[config.mk]
export PLATFORM = sky130hd
export DESIGN_NAME = csm_ctrl
export DESIGN_NICKNAME = d
export VERILOG_FILES = /design/src/sv/csm_pkg.sv /design/src/sv/csm_ctrl.sv
export SDC_FILE = /design/constraint.sdc
export NUM_CORES = 1
export LEC_CHECK = 0
export ABC_CLOCK_PERIOD_IN_PS = 2000
export CORE_AREA = 2 2 39 41
export CTS_BUF_LIST = sky130_fd_sc_hd__clkbuf_8 sky130_fd_sc_hd__clkbuf_16
export CTS_CLUSTER_DIAMETER = 40
export DETAILED_ROUTE_END_ITERATION = 8
export DIE_AREA = 0 0 41 43
export DONT_BUFFER_PORTS = 1
export GPL_TIMING_DRIVEN = 0
export PLACE_DENSITY_LB_ADDON = 0.05
export SLEW_MARGIN = 20
export SYNTH_ARGS = -nofsm -noshare
export SYNTH_HDL_FRONTEND = slang
export SYNTH_SLANG_ARGS = --single-unit
[constraint.sdc]
create_clock -name clk -period 2 [get_ports clk]
set_input_delay 0.4 -clock clk [delete_from_list [all_inputs] [get_ports clk]]
set_output_delay 0.4 -clock clk [all_outputs]
set_load 0.005 [all_outputs]
[src/sv/csm_pkg.sv]
// shared types, constants and arithmetic helpers for the csr sparse matvec block
// used by csm_xmem, csm_ctrl, csm_dp and csr_sparse_matvec_axpby
package csm_pkg;

    localparam int VEC_DEPTH = 1024;
    localparam int XADDR_W   = $clog2(VEC_DEPTH);
    localparam int COL_W     = 10;
    localparam int DATA_W    = 32;
    localparam int ACC_W     = 64;
    localparam int CFG_IDX_W = 2;

    localparam logic [31:0] ALPHA_RESET = 32'h0001_0000;
    localparam logic [31:0] BETA_RESET  = 32'h0000_0000;

    typedef enum logic [1:0] {
        ACT_LOAD  = 2'd0,
        ACT_ENTRY = 2'd1,
        ACT_EMPTY = 2'd2
    } act_t;

    typedef enum logic [CFG_IDX_W-1:0] {
        REG_ALPHA = 2'd0,
        REG_BETA  = 2'd1
    } reg_idx_t;

    typedef enum logic [2:0] {
        ST_IDLE,
        ST_MUL,
        ST_ADD,
        ST_RND,
        ST_MULA,
        ST_MULB,
        ST_SUM,
        ST_FIN
    } state_t;

    typedef enum logic [1:0] {
        MS_ENTRY,
        MS_ALPHA,
        MS_BETA
    } mul_sel_t;

    typedef struct packed {
        logic     capture;
        logic     x_rd;
        logic     x_wr;
        mul_sel_t mul_sel;
        logic     prod_en;
        logic     acc_add;
        logic     acc_round;
        logic     sum_move;
        logic     sum_add;
        logic     out_load;
    } ctl_t;

    typedef struct packed {
        logic [DATA_W-1:0] val;
        logic              clip;
    } q16_t;

    typedef struct packed {
        logic [ACC_W-1:0] val;
        logic             clip;
    } sum64_t;

    // q32.32 to q16.16, nearest with ties up, clipped to 32 bits
    function automatic q16_t to_q16(input logic [ACC_W-1:0] v);
        logic [48:0] q;
        q16_t        r;
        q = {v[63], v[63:16]} + 49'(v[15]);
        if (q[48:31] == '0 || q[48:31] == '1)
        begin
            r.val  = q[31:0];
            r.clip = 1'b0;
        end
        else
        begin
            r.val  = q[48] ? 32'h8000_0000 : 32'h7FFF_FFFF;
            r.clip = 1'b1;
        end
        return r;
    endfunction

    // signed 64-bit add clipped at the bounds
    function automatic sum64_t sat_add64(input logic [ACC_W-1:0] a, input logic [ACC_W-1:0] b);
        logic [ACC_W:0] s;
        sum64_t         r;
        s = {a[ACC_W-1], a} + {b[ACC_W-1], b};
        if (s[ACC_W] != s[ACC_W-1])
        begin
            r.val  = s[ACC_W] ? {1'b1, {(ACC_W-1){1'b0}}} : {1'b0, {(ACC_W-1){1'b1}}};
            r.clip = 1'b1;
        end
        else
        begin
            r.val  = s[ACC_W-1:0];
            r.clip = 1'b0;
        end
        return r;
    endfunction

endpackage

[src/sv/csm_ctrl.sv]
// sequencer: request handshake, item decode, datapath steps and output valid
// depends on csm_pkg for state, action and control types
module csm_ctrl (
    input  logic                  clk,
    input  logic                  rst_n,
    input  logic                  in_valid,
    output logic                  in_stall,
    input  logic [1:0]            action,
    input  logic                  row_end,
    output logic                  out_valid,
    input  logic                  out_stall,
    output csm_pkg::ctl_t         ctl
);
    import csm_pkg::*;

    state_t state_reg, state_next;
    logic   pend_reg, pend_next;
    logic   rend_reg, rend_next;
    logic   out_valid_reg, out_valid_next;
    logic   accept;
    logic   out_free;

    assign in_stall  = (state_reg != ST_IDLE);
    assign accept    = in_valid && !in_stall;
    assign out_valid = out_valid_reg;
    assign out_free  = !out_valid_reg || !out_stall;

    always_ff @(posedge clk or negedge rst_n)
    begin
        if (!rst_n)
        begin
            state_reg     <= ST_IDLE;
            pend_reg      <= 1'b0;
            rend_reg      <= 1'b0;
            out_valid_reg <= 1'b0;
        end
        else
        begin
            state_reg     <= state_next;
            pend_reg      <= pend_next;
            rend_reg      <= rend_next;
            out_valid_reg <= out_valid_next;
        end
    end

    always_comb
    begin
        state_next     = state_reg;
        pend_next      = pend_reg;
        rend_next      = rend_reg;
        out_valid_next = out_valid_reg && out_stall;
        ctl            = '0;
        ctl.mul_sel    = MS_ENTRY;
        unique case (state_reg)
            ST_IDLE:
            begin
                // finish the accumulate left over from the last entry
                ctl.acc_add = pend_reg;
                pend_next   = 1'b0;
                if (accept)
                begin
                    ctl.capture = 1'b1;
                    rend_next   = row_end;
                    unique case (action)
                        ACT_LOAD:
                        begin
                            ctl.x_wr = 1'b1;
                        end
                        ACT_ENTRY:
                        begin
                            ctl.x_rd   = 1'b1;
                            state_next = ST_MUL;
                        end
                        ACT_EMPTY:
                        begin
                            state_next = ST_RND;
                        end
                        default:
                        begin
                            state_next = ST_IDLE;
                        end
                    endcase
                end
            end
            ST_MUL:
            begin
                ctl.mul_sel = MS_ENTRY;
                ctl.prod_en = 1'b1;
                if (rend_reg)
                begin
                    state_next = ST_ADD;
                end
                else
                begin
                    pend_next  = 1'b1;
                    state_next = ST_IDLE;
                end
            end
            ST_ADD:
            begin
                ctl.acc_add = 1'b1;
                state_next  = ST_RND;
            end
            ST_RND:
            begin
                ctl.acc_round = 1'b1;
                state_next    = ST_MULA;
            end
            ST_MULA:
            begin
                ctl.mul_sel = MS_ALPHA;
                ctl.prod_en = 1'b1;
                state_next  = ST_MULB;
            end
            ST_MULB:
            begin
                ctl.mul_sel  = MS_BETA;
                ctl.prod_en  = 1'b1;
                ctl.sum_move = 1'b1;
                state_next   = ST_SUM;
            end
            ST_SUM:
            begin
                ctl.sum_add = 1'b1;
                state_next  = ST_FIN;
            end
            ST_FIN:
            begin
                if (out_free)
                begin
                    ctl.out_load   = 1'b1;
                    out_valid_next = 1'b1;
                    state_next     = ST_IDLE;
                end
            end
            default:
            begin
                state_next = ST_IDLE;
            end
        endcase
    end

    a_pend_only_idle: assert property (@(posedge clk) disable iff (!rst_n)
        pend_reg |-> state_reg == ST_IDLE)
        else $error("accumulate pending outside idle");

    a_entry_to_mul: assert property (@(posedge clk) disable iff (!rst_n)
        (accept && action == ACT_ENTRY) |=> state_reg == ST_MUL)
        else $error("entry request did not start the multiply");

    a_fin_gives_result: assert property (@(posedge clk) disable iff (!rst_n)
        (state_reg == ST_FIN && out_free) |=> (out_valid_reg && state_reg == ST_IDLE))
        else $error("row end did not present a result");

    a_no_accept_busy: assert property (@(posedge clk) disable iff (!rst_n)
        (state_reg == ST_MUL) |=> !(state_reg == ST_MUL && !$past(rend_reg) && pend_reg))
        else $error("multiply step repeated");

endmodule

==> impl_metrics.toml <==
[run_status]
status = "finished, final reports clean"

[layout]
fin_cells = 69
area_delta_synth_final_pct = 16.86
fin_nets = 65
diodes = 0
largest_reg_flops = 3
final.fill_count = 156
drive_above_1_share = 0.1698

[flow_run]
maxCapViolCount = 0

[setup_path]
cp.required_ns = 1.60
setup.worst_path.start_class = "register"
worstPathArrival_ns = 1.16
worst-setup-path-type = "register to output pin"
cp-end-kind = "output pin"
worst-path-max-fanout = 10

[die]
initial_core_util = 0.3056
die_x_um = 41
coreArea_um2 = 1384
boundaryPins = 20
num_rows = 14
dieArea_um2 = 1763
die_h_um = 43

[clock_network]
hold_buffers = 1
postCtsResizedCells = 0
cts_buffers = 3
cts_tree = "yes"
worstSkewPairLatency_ns = 0.22
clk_path_buf_depth = 2
clockRootBuffer = "clkbuf_8"
numClockSinks = 6
clkTransAtPathRegs_ns = 0.04
htreeDepth = 1
cts_setup_buffers = 0

[global_routing]
grt_max_degree = 11
antenna_found_initial = 0
grtUsageTotal = 0.1152
grt_pass1_vias = 322
grt_overflow = 0
grt_pass1_wl_um = 1345

[synth]
synth_nets = 59
avgSynthCellArea_um2 = 8.631
netlist_instances = 49
syn_area_um2 = 422.9
ys_seq_area_frac = 0.3550
ys_ff_latch = 6
ys_types = 21
yosys_warnings = 0

[timing]
fin_crit_ns = 1.563
hold_viol = 0
finalSetupViolations = 0
rsz0062_at_grt = "no"
slew-limit-headroom = 0.7920
finClkSkew_ns = 0.0009847
worst_pin_slew_ns = 0.3079
tns_ns = 0
max_freq_mhz = 639.8
drv_slew = 0
finalCritPeriodShare = 0.7815

[detailed_routing]
drt-total-wl_um = 868
num_vias = 348
drt_first_pass_iters = 2
routedWlPerCell_um = 12.58
drc_errors = 0
ant_nets = 0
drt_iter0_drc = 7
vias_per_cell = 5.043

[power_and_ir_drop]
vdd_ir_drop_max_v = 0.0004739
power.leakage_nw = 0.2371
fin_total_pwr_mw = 0.7808
pwr_density_cell_nw_per_um2 = 1580

[place]
port_buffers = 0
dp.cells = 65
place_congestion = 0.6663
dp_hpwl_um = 713.4

[hold_path]
hold_path_class = "primary input to register"
logic make-up (layout without fill, tap and decap cells):
logic type | count (synthesis) | count (layout) | share of synthesized area
flip-flops | 6 | 6 | 0.3550
multiplexers | 1 | 1 | 0.03549
AO/OA/AOI/OAI | 7 | 7 | 0.1154
adder cells (fa/ha/maj) | 3 | 3 | 0.08877
AND/OR/NAND/NOR | 24 | 24 | 0.3107
buffers and inverters | 8 | 12 | 0.09468
cells in the mapped netlist:
master | count | area [um2]
ha_1 | 3 | 37.54
nor3b_1 | 1 | 7.510
nor4bb_1 | 1 | 10.01
nor3_1 | 2 | 10.01
and2_4 | 1 | 8.760
a311oi_1 | 1 | 8.760
nand2_1 | 4 | 15.01
nor2b_1 | 1 | 6.260
nand3_1 | 1 | 5.000
mux2_4 | 1 | 15.01
nor2_1 | 9 | 33.78
buf_2 | 2 | 10.01
nor3_4 | 1 | 16.27
and3_1 | 3 | 18.77
o2bb2ai_1 | 1 | 8.760
buf_6 | 1 | 11.26
inv_1 | 5 | 18.77
dfrtp_1 | 6 | 150.1
o21a_1 | 1 | 7.510
a21oi_1 | 3 | 15.01
a41oi_1 | 1 | 8.760
area by class of cell:
type	instances	area, um2	area share
buffer	3	21.27	0.04304
inverter	5	18.77	0.03797
tap	16	20.02	0.04051
timing repair buffer	1	10.01	0.02025
multi-input combinational	35	232.7	0.4709
sequential	6	150.1	0.3038
clock buffer	3	41.29	0.08354
worst paths after layout:
kind	from	to	slack [ns]	cells after the start
max	state_reg[1]	ctl[6]	0.44	2
min	out_stall	out_valid	0.32	2
max reg2reg	state_reg[0]	rend_reg	0.66	4
min reg2reg	pend_reg	pend_reg	0.51	2
max in group asynchronous	rst_n	state_reg[1]	1.29	1
min in group asynchronous	rst_n	out_valid	0.50	1
per-layer routing:
layer | GRT usage | routed length (um) | vias up
met5 | 0 | 0 | -
met4 | 0.06000 | 0 | 0
met3 | 0.05759 | 91 | 0
met2 | 0.1563 | 371 | 16
met1 | 0.1443 | 405 | 159
li1 | - | - | 173
report_power, final:
group / leakage [nW] / switching (mW) / internal (mW)
clock: 0.0216 / 0.0471 / 0.129
combinational: 0.144 / 0.202 / 0.151
sequential: 0.0712 / 0.0671 / 0.184
total: 0.237 / 0.317 / 0.464
layout by cell type (no fill, tap or decap):
master         synthesis  layout
a41oi_1                1       1
buf_2                  2       2
o2bb2ai_1              1       1
ha_1                   3       3
nor2_1                 9       9
o21a_1                 1       1
inv_1                  5       5
nand3_1                1       1
mux2_4                 1       1
and3_1                 3       3
buf_6                  1       1
nor3_4                 1       1
and2_4                 1       1
dfrtp_1                6       6
a311oi_1               1       1
nor2b_1                1       1
a21oi_1                3       3
dlygate4sd3_1          0       1
nand2_1                4       4
nor3b_1                1       1
nor4bb_1               1       1
nor3_1                 2       2
clkbuf_8               0       3
stage by stage:
step / util / hold WS (ns) / setup WS (ns) / area, um2
4_1_cts: 0.3571 / 0.3239 / 0.4168 / 494.2
3_5_place_dp: 0.3201 / 0.1045 / 0.6510 / 442.9
2_1_floorplan: - / 0.1044 / 0.7341 / 422.9
5_1_grt: 0.3571 / 0.3233 / 0.3323 / 494.2
3_3_place_gp: 0.3201 / 0.1045 / 0.6681 / 442.9
6_report: 0.3571 / 0.3225 / 0.4369 / 494.2
critical path, stage by stage (launching register included):
cell     delay, ns
dfrtp_1       0.46
buf_2         0.22
nor3b_1       0.27
Note: power is estimated with default switching activity, not from simulation.
