### config.mk
export PLATFORM = sky130hd
export DESIGN_NAME = csm_dp
export DESIGN_NICKNAME = d
export VERILOG_FILES = /design/src/sv/csm_pkg.sv /design/src/sv/csm_dp.sv
export SDC_FILE = /design/constraint.sdc
export NUM_CORES = 2
export LEC_CHECK = 0
export BUFFER_PORTS_ARGS = -buffer_cell sky130_fd_sc_hd__buf_2
export CAP_MARGIN = 10
export CORE_MARGIN = 2
export CORE_UTILIZATION = 35
export DETAILED_ROUTE_END_ITERATION = 8
export GPL_ROUTABILITY_DRIVEN = 0
export REMOVE_ABC_BUFFERS = 1
export SETUP_SLACK_MARGIN = 0.1
export SLEW_MARGIN = 15
export SYNTH_ARGS = -nofsm -noshare
export SYNTH_HDL_FRONTEND = slang
export SYNTH_SLANG_ARGS = --single-unit
### constraint.sdc
create_clock -name clk -period 9.5 [get_ports clk]
set_input_delay 1.9 -clock clk [delete_from_list [all_inputs] [get_ports clk]]
set_output_delay 1.9 -clock clk [all_outputs]
set_load 0.05 [all_outputs]
### src/sv/csm_pkg.sv
// shared types, constants and arithmetic helpers for the csr sparse matvec block
// used by csm_xmem, csm_ctrl, csm_dp and csr_sparse_matvec_axpby
package csm_pkg;

    localparam int VEC_DEPTH = 1024;
    localparam int XADDR_W   = $clog2(VEC_DEPTH);
    localparam int COL_W     = 10;
    localparam int DATA_W    = 32;
    localparam int ACC_W     = 64;
    localparam int CFG_IDX_W = 2;

    localparam logic [31:0] ALPHA_RESET = 32'h0001_0000;
    localparam logic [31:0] BETA_RESET  = 32'h0000_0000;

    typedef enum logic [1:0] {
        ACT_LOAD  = 2'd0,
        ACT_ENTRY = 2'd1,
        ACT_EMPTY = 2'd2
    } act_t;

    typedef enum logic [CFG_IDX_W-1:0] {
        REG_ALPHA = 2'd0,
        REG_BETA  = 2'd1
    } reg_idx_t;

    typedef enum logic [2:0] {
        ST_IDLE,
        ST_MUL,
        ST_ADD,
        ST_RND,
        ST_MULA,
        ST_MULB,
        ST_SUM,
        ST_FIN
    } state_t;

    typedef enum logic [1:0] {
        MS_ENTRY,
        MS_ALPHA,
        MS_BETA
    } mul_sel_t;

    typedef struct packed {
        logic     capture;
        logic     x_rd;
        logic     x_wr;
        mul_sel_t mul_sel;
        logic     prod_en;
        logic     acc_add;
        logic     acc_round;
        logic     sum_move;
        logic     sum_add;
        logic     out_load;
    } ctl_t;

    typedef struct packed {
        logic [DATA_W-1:0] val;
        logic              clip;
    } q16_t;

    typedef struct packed {
        logic [ACC_W-1:0] val;
        logic             clip;
    } sum64_t;

    // q32.32 to q16.16, nearest with ties up, clipped to 32 bits
    function automatic q16_t to_q16(input logic [ACC_W-1:0] v);
        logic [48:0] q;
        q16_t        r;
        q = {v[63], v[63:16]} + 49'(v[15]);
        if (q[48:31] == '0 || q[48:31] == '1)
        begin
            r.val  = q[31:0];
            r.clip = 1'b0;
        end
        else
        begin
            r.val  = q[48] ? 32'h8000_0000 : 32'h7FFF_FFFF;
            r.clip = 1'b1;
        end
        return r;
    endfunction

    // signed 64-bit add clipped at the bounds
    function automatic sum64_t sat_add64(input logic [ACC_W-1:0] a, input logic [ACC_W-1:0] b);
        logic [ACC_W:0] s;
        sum64_t         r;
        s = {a[ACC_W-1], a} + {b[ACC_W-1], b};
        if (s[ACC_W] != s[ACC_W-1])
        begin
            r.val  = s[ACC_W] ? {1'b1, {(ACC_W-1){1'b0}}} : {1'b0, {(ACC_W-1){1'b1}}};
            r.clip = 1'b1;
        end
        else
        begin
            r.val  = s[ACC_W-1:0];
            r.clip = 1'b0;
        end
        return r;
    endfunction

endpackage

### src/sv/csm_dp.sv
// datapath: gain registers, shared 32x32 multiplier, row accumulator,
// rounding and the output register; steered by csm_ctrl through ctl_t
module csm_dp (
    input  logic                          clk,
    input  logic                          rst_n,
    input  csm_pkg::ctl_t                 ctl,
    input  logic                          cfg_wr_en,
    input  logic [csm_pkg::CFG_IDX_W-1:0] cfg_index,
    input  logic [csm_pkg::DATA_W-1:0]    cfg_data,
    input  logic [csm_pkg::DATA_W-1:0]    entry_value,
    input  logic [csm_pkg::DATA_W-1:0]    y_value,
    input  logic                          final_row,
    input  logic [csm_pkg::DATA_W-1:0]    x_data,
    output logic [csm_pkg::DATA_W-1:0]    row_result,
    output logic                          saturated,
    output logic                          last
);
    import csm_pkg::*;

    logic [DATA_W-1:0]        alpha_reg, beta_reg;
    logic [DATA_W-1:0]        val_reg, y_reg;
    logic                     fin_reg;
    logic signed [DATA_W-1:0] mul_a, mul_b;
    logic signed [ACC_W-1:0]  mul_p;
    logic [ACC_W-1:0]         prod_reg;
    logic [ACC_W-1:0]         acc_reg;
    logic                     aclip_reg;
    logic [DATA_W-1:0]        acc16_reg;
    logic [ACC_W-1:0]         sum_reg;
    logic                     rclip_reg;
    logic [DATA_W-1:0]        res_reg;
    logic                     sat_reg;
    logic                     last_reg;
    sum64_t                   acc_s, sum_s;
    q16_t                     acc_q, res_q;

    always_ff @(posedge clk or negedge rst_n)
    begin
        if (!rst_n)
        begin
            alpha_reg <= ALPHA_RESET;
            beta_reg  <= BETA_RESET;
        end
        else if (cfg_wr_en)
        begin
            if (cfg_index == REG_ALPHA)
            begin
                alpha_reg <= cfg_data;
            end
            if (cfg_index == REG_BETA)
            begin
                beta_reg <= cfg_data;
            end
        end
    end

    always_comb
    begin
        unique case (ctl.mul_sel)
            MS_ALPHA:
            begin
                mul_a = alpha_reg;
                mul_b = acc16_reg;
            end
            MS_BETA:
            begin
                mul_a = beta_reg;
                mul_b = y_reg;
            end
            default:
            begin
                mul_a = x_data;
                mul_b = val_reg;
            end
        endcase
    end

    assign mul_p = mul_a * mul_b;
    assign acc_s = sat_add64(acc_reg, prod_reg);
    assign acc_q = to_q16(acc_reg);
    assign sum_s = sat_add64(sum_reg, prod_reg);
    assign res_q = to_q16(sum_reg);

    always_ff @(posedge clk)
    begin
        if (ctl.capture)
        begin
            val_reg <= entry_value;
            y_reg   <= y_value;
            fin_reg <= final_row;
        end
        if (ctl.prod_en)
        begin
            prod_reg <= mul_p;
        end
        if (ctl.sum_move)
        begin
            sum_reg <= prod_reg;
        end
        else if (ctl.sum_add && beta_reg != '0)
        begin
            sum_reg <= sum_s.val;
        end
        if (ctl.acc_round)
        begin
            acc16_reg <= acc_q.val;
            rclip_reg <= aclip_reg | acc_q.clip;
        end
        else if (ctl.sum_add && beta_reg != '0)
        begin
            rclip_reg <= rclip_reg | sum_s.clip;
        end
        if (ctl.out_load)
        begin
            res_reg  <= res_q.val;
            sat_reg  <= rclip_reg | res_q.clip;
            last_reg <= fin_reg;
        end
    end

    // running row sum, cleared once the row has been rounded
    always_ff @(posedge clk or negedge rst_n)
    begin
        if (!rst_n)
        begin
            acc_reg   <= '0;
            aclip_reg <= 1'b0;
        end
        else if (ctl.acc_round)
        begin
            acc_reg   <= '0;
            aclip_reg <= 1'b0;
        end
        else if (ctl.acc_add)
        begin
            acc_reg   <= acc_s.val;
            aclip_reg <= aclip_reg | acc_s.clip;
        end
    end

    assign row_result = res_reg;
    assign saturated  = sat_reg;
    assign last       = last_reg;

    a_steps_exclusive: assert property (@(posedge clk) disable iff (!rst_n)
        $countones({ctl.acc_add, ctl.acc_round, ctl.sum_add, ctl.out_load}) <= 1)
        else $error("datapath steps overlap");

    a_round_clears: assert property (@(posedge clk) disable iff (!rst_n)
        ctl.acc_round |=> (acc_reg == '0 && !aclip_reg))
        else $error("accumulator not cleared after row end");

    a_clip_sticky: assert property (@(posedge clk) disable iff (!rst_n)
        (aclip_reg && !ctl.acc_round) |=> aclip_reg)
        else $error("accumulator clip flag lost within a row");

endmodule

==> impl_summary.txt <==
----------------------------------------------------
[Outcome]
  Result of the run ... finished with violations
  Violated checks ... negative setup slack

[Placement]
  Quantity of I/O buffers inserted on ports ... approximately 180
  Post-detail-place hpwl ... 168,000 µm
  Worst Setup Slack post-DPL ... -1.50 ns

[Timing]
  Number of max-slew violations in the final report ... 0
  Worst Setup Slack, final ... -0.443 ns
  Minimum clock period after layout ... 9.94 ns
  Final-report hold violation count ... 0
  Headroom to the max-slew limit ... 24.0%
  FMAX ... between 100 and 150 MHz
  Layout Skew ... 0.0327 ns
  Setup violators final ... 18
  Unrepaired setup endpoints after global routing ... true
  Measured slew at the worst slew-check pin ... 1.13 ns
  Part of the cycle the worst path needs ... 105%

[Finish]
  Layout cells sized above 1 ... 21.9%
  Share of the core filled with cells ... 43.5%
  Number of filler instances in the final layout ... 16,300
  Register area ... 11,000 µm²
  Area taken by multi-input logic gates ... 45,700 µm²
  Synth-to-layout area growth ... 23.8%
  Nets ... between 8,000 and 9,000

[Clocking]
  Worst-case clock buffer depth ... 3
  Clock sink total ... 389
  Number of clock buffers inserted by TritonCTS ... 44
  Hold_buf cts ... 0
  H-tree level count ... 2
  Clock insertion delay at the later pin of the skew report ... 0.63 ns
  CTS tree ... yes
  Clock-pin slew on the worst setup and hold paths ... 0.06 ns
  Root cell of the clock tree ... clkbuf_16

[Setup path]
  Data arrival time of the critical path ... around 10 ns
  R2R depth ... 30
  Crit Path Class ... in -> reg
  Highest fanout seen on the critical path ... 7
  CP Capture Type ... register
  Critical path startpoint category ... primary input
  Required time worst endpoint ... 9.96 ns
  Endpoint of the lowest-slack register-to-register path ... prod_reg[61]
  Critical Path Most Common Cell ... fa_1
  R2R setup slack ... 0.98 ns
  Crit path max-delay cell type ... fa_1
  Crit path largest cell delay ... roughly 0.59 ns
  Startpoint of the worst register-to-register path ... alpha_reg[27]

[Synth]
  Number of different library cells in the post-synthesis netlist ... 94
  Mapped Area ... 60,100 µm²
  Part of the Yosys area used for sequential elements ... 18.4%
  Yosys top cell by area ... fa_1
  Post-synth EDFFs ... 260
  Dominant cells by area after synthesis ... fa_1 (36%), edfxtp_1 (13%), ha_1 (6.6%)
  Most instantiated library cell after synthesis ... fa_1
  Share of synthesized flip-flops with an asynchronous set or reset ... 33.2%
  Commonest register cell after synthesis ... edfxtp_1
  Post-Syn Area per Cell ... approximately 9.3 µm²
  Most common library cells after synthesis ... fa_1 (1,084), inv_1 (1,054), nand2_1 (839), nor2_1 (697), ha_1 (318)
  Fraction of post-synthesis cell area in the top cell type by area ... roughly 36%
  FF+latch count, synth ... 389
  Cell count after synthesis ... 6,484
  Synth warn ... 0

[Detailed routing]
  Wire length reported by the detailed router ... 208,000 µm
  Total via count after detailed routing ... 49,700
  DRT antenna net count ... 0
  Count of unresolved DRC violations after routing ... 0
  Detail-routed net length per standard cell ... 21.9 µm
  Detailed router's first-iteration violation count ... 3,914
  Router iterations before antenna repair ... 6
  Routed via count divided by cell count ... 5.23

[Global route]
  Overall track demand over capacity in global routing ... 23.7%
  Number of global-route vias before repair ... 52,200
  Leftover overflow at the end of global routing ... 0
  Maximum number of pins on one net before global-route repair ... 81
  Antenna violations before repair ... 3
  Global-route wire length before repair ... between 300,000 and 400,000 µm

[Floorplanning]
  Initial Util ... 35.1%
  Die extent in y ... 418 µm
  Area of the core ... 171,000 µm²
  Site row count ... 152
  Number of top-level pins ... 179
  Die Area ... 175,000 µm²
  Horizontal die dimension ... approximately 420 µm

[Worst hold path]
  Worst min-delay path class ... reg -> reg
  Startpoint of the most critical hold path ... acc_reg[3]
  Cell depth of the worst min-delay path ... 2
  Capture endpoint of the worst hold path ... acc_reg[3]

[Job]
  Number of maximum-capacitance constraint violations ... 0

----------------------------------------------------
==> cell usage in the layout, fill, tap and decap left out, types with 35 or more instances in the layout <==
cell / synthesis / final
a21o_1: 136 / 136
a21oi_1: 261 / 237
a21oi_2: 31 / 48
a22oi_1: 65 / 40
buf_12: 0 / 119
buf_2: 17 / 172
buf_4: 1 / 624
buf_6: 7 / 67
clkbuf_16: 0 / 55
dfrtp_1: 128 / 128
edfxtp_1: 260 / 260
fa_1: 1084 / 1025
fa_2: 0 / 59
ha_1: 318 / 286
inv_1: 1054 / 1018
inv_2: 1 / 36
mux2_2: 66 / 66
nand2_1: 839 / 806
nand3_1: 85 / 82
nand4_1: 61 / 61
nor2_1: 697 / 654
nor2b_1: 86 / 85
nor3_1: 52 / 50
o21a_1: 85 / 68
o21ai_0: 117 / 91
o21ai_1: 119 / 105
o21ai_2: 4 / 35
xnor2_1: 145 / 143
xor2_1: 107 / 105
==> worst max-delay path by stage <==
stage	depth (start not counted)	slack, ns	end	from
2_1_floorplan	28	-4.35	prod_reg[61]	ctl[6]
3_3_place_gp	36	-1.43	prod_reg[61]	ctl[7]
3_5_place_dp	36	-1.50	prod_reg[61]	ctl[7]
4_1_cts	36	-0.32	prod_reg[61]	ctl[7]
5_1_grt	36	-0.65	prod_reg[61]	ctl[7]
6_report	36	-0.44	prod_reg[61]	ctl[7]
==> cells by family after synthesis <==
kind of cell / count (synthesis) / synth area share (%)
AND/OR/NAND/NOR: 1975 / 14.1
adder cells (fa/ha/maj): 1402 / 42.7
buffers and inverters: 1359 / 8.63
AO/OA/AOI/OAI: 1038 / 11.2
flip-flops: 389 / 18.4
XOR/XNOR: 254 / 3.73
multiplexers: 67 / 1.25
==> critical path, delay by kind of cell <==
family          cells  cell delay, ns
fa+ha+maj          10            4.77
buf+inv            13            1.29
compound gates      9            1.41
simple gates        4            0.99
==> repair_timing <==
item	CTS	global route
endpoints found under the setup margin	29	33
setup buffers	92	42
pin swaps	127	85
cloned	5	10
gates resized for setup	304	230
==> layer usage <==
layer | up-vias | global-route usage [%] | wire (µm)
met4 | 0 | 13.7 | 15300
met3 | 547 | 4.31 | 16100
met5 | - | 0 | 0
li1 | 22100 | - | -
met2 | 1989 | 39.3 | 97600
met1 | 25100 | 28.8 | 79200
==> per-stage QoR <==
stage	hold WS, ns	cells	instance area, µm²	setup TNS, ns
finish	0.490	9510	74400	-4.48
global route	0.522	9510	74400	-8.41
CTS	0.498	9457	72900	-2.65
detailed placement	0.484	9280	69200	-34.09
global placement	0.472	9280	69200	-32.11
floorplan	0.400	6180	58900	-166.71
==> area by class of cell <==
type | count | area share [%]
repair buffers | 1015 | 12.6
flip-flops and latches | 389 | 14.8
diodes | 1 | 0.00336
clock inverters | 31 | 0.557
inverters | 1055 | 5.33
well taps | 2233 | 3.76
multi-input cells | 4736 | 61.4
clock buffers | 50 | 1.57
Power is left out: the tool's default activity adds up to more than one toggle a clock period on the data nets, which glitch-free logic cannot reach.
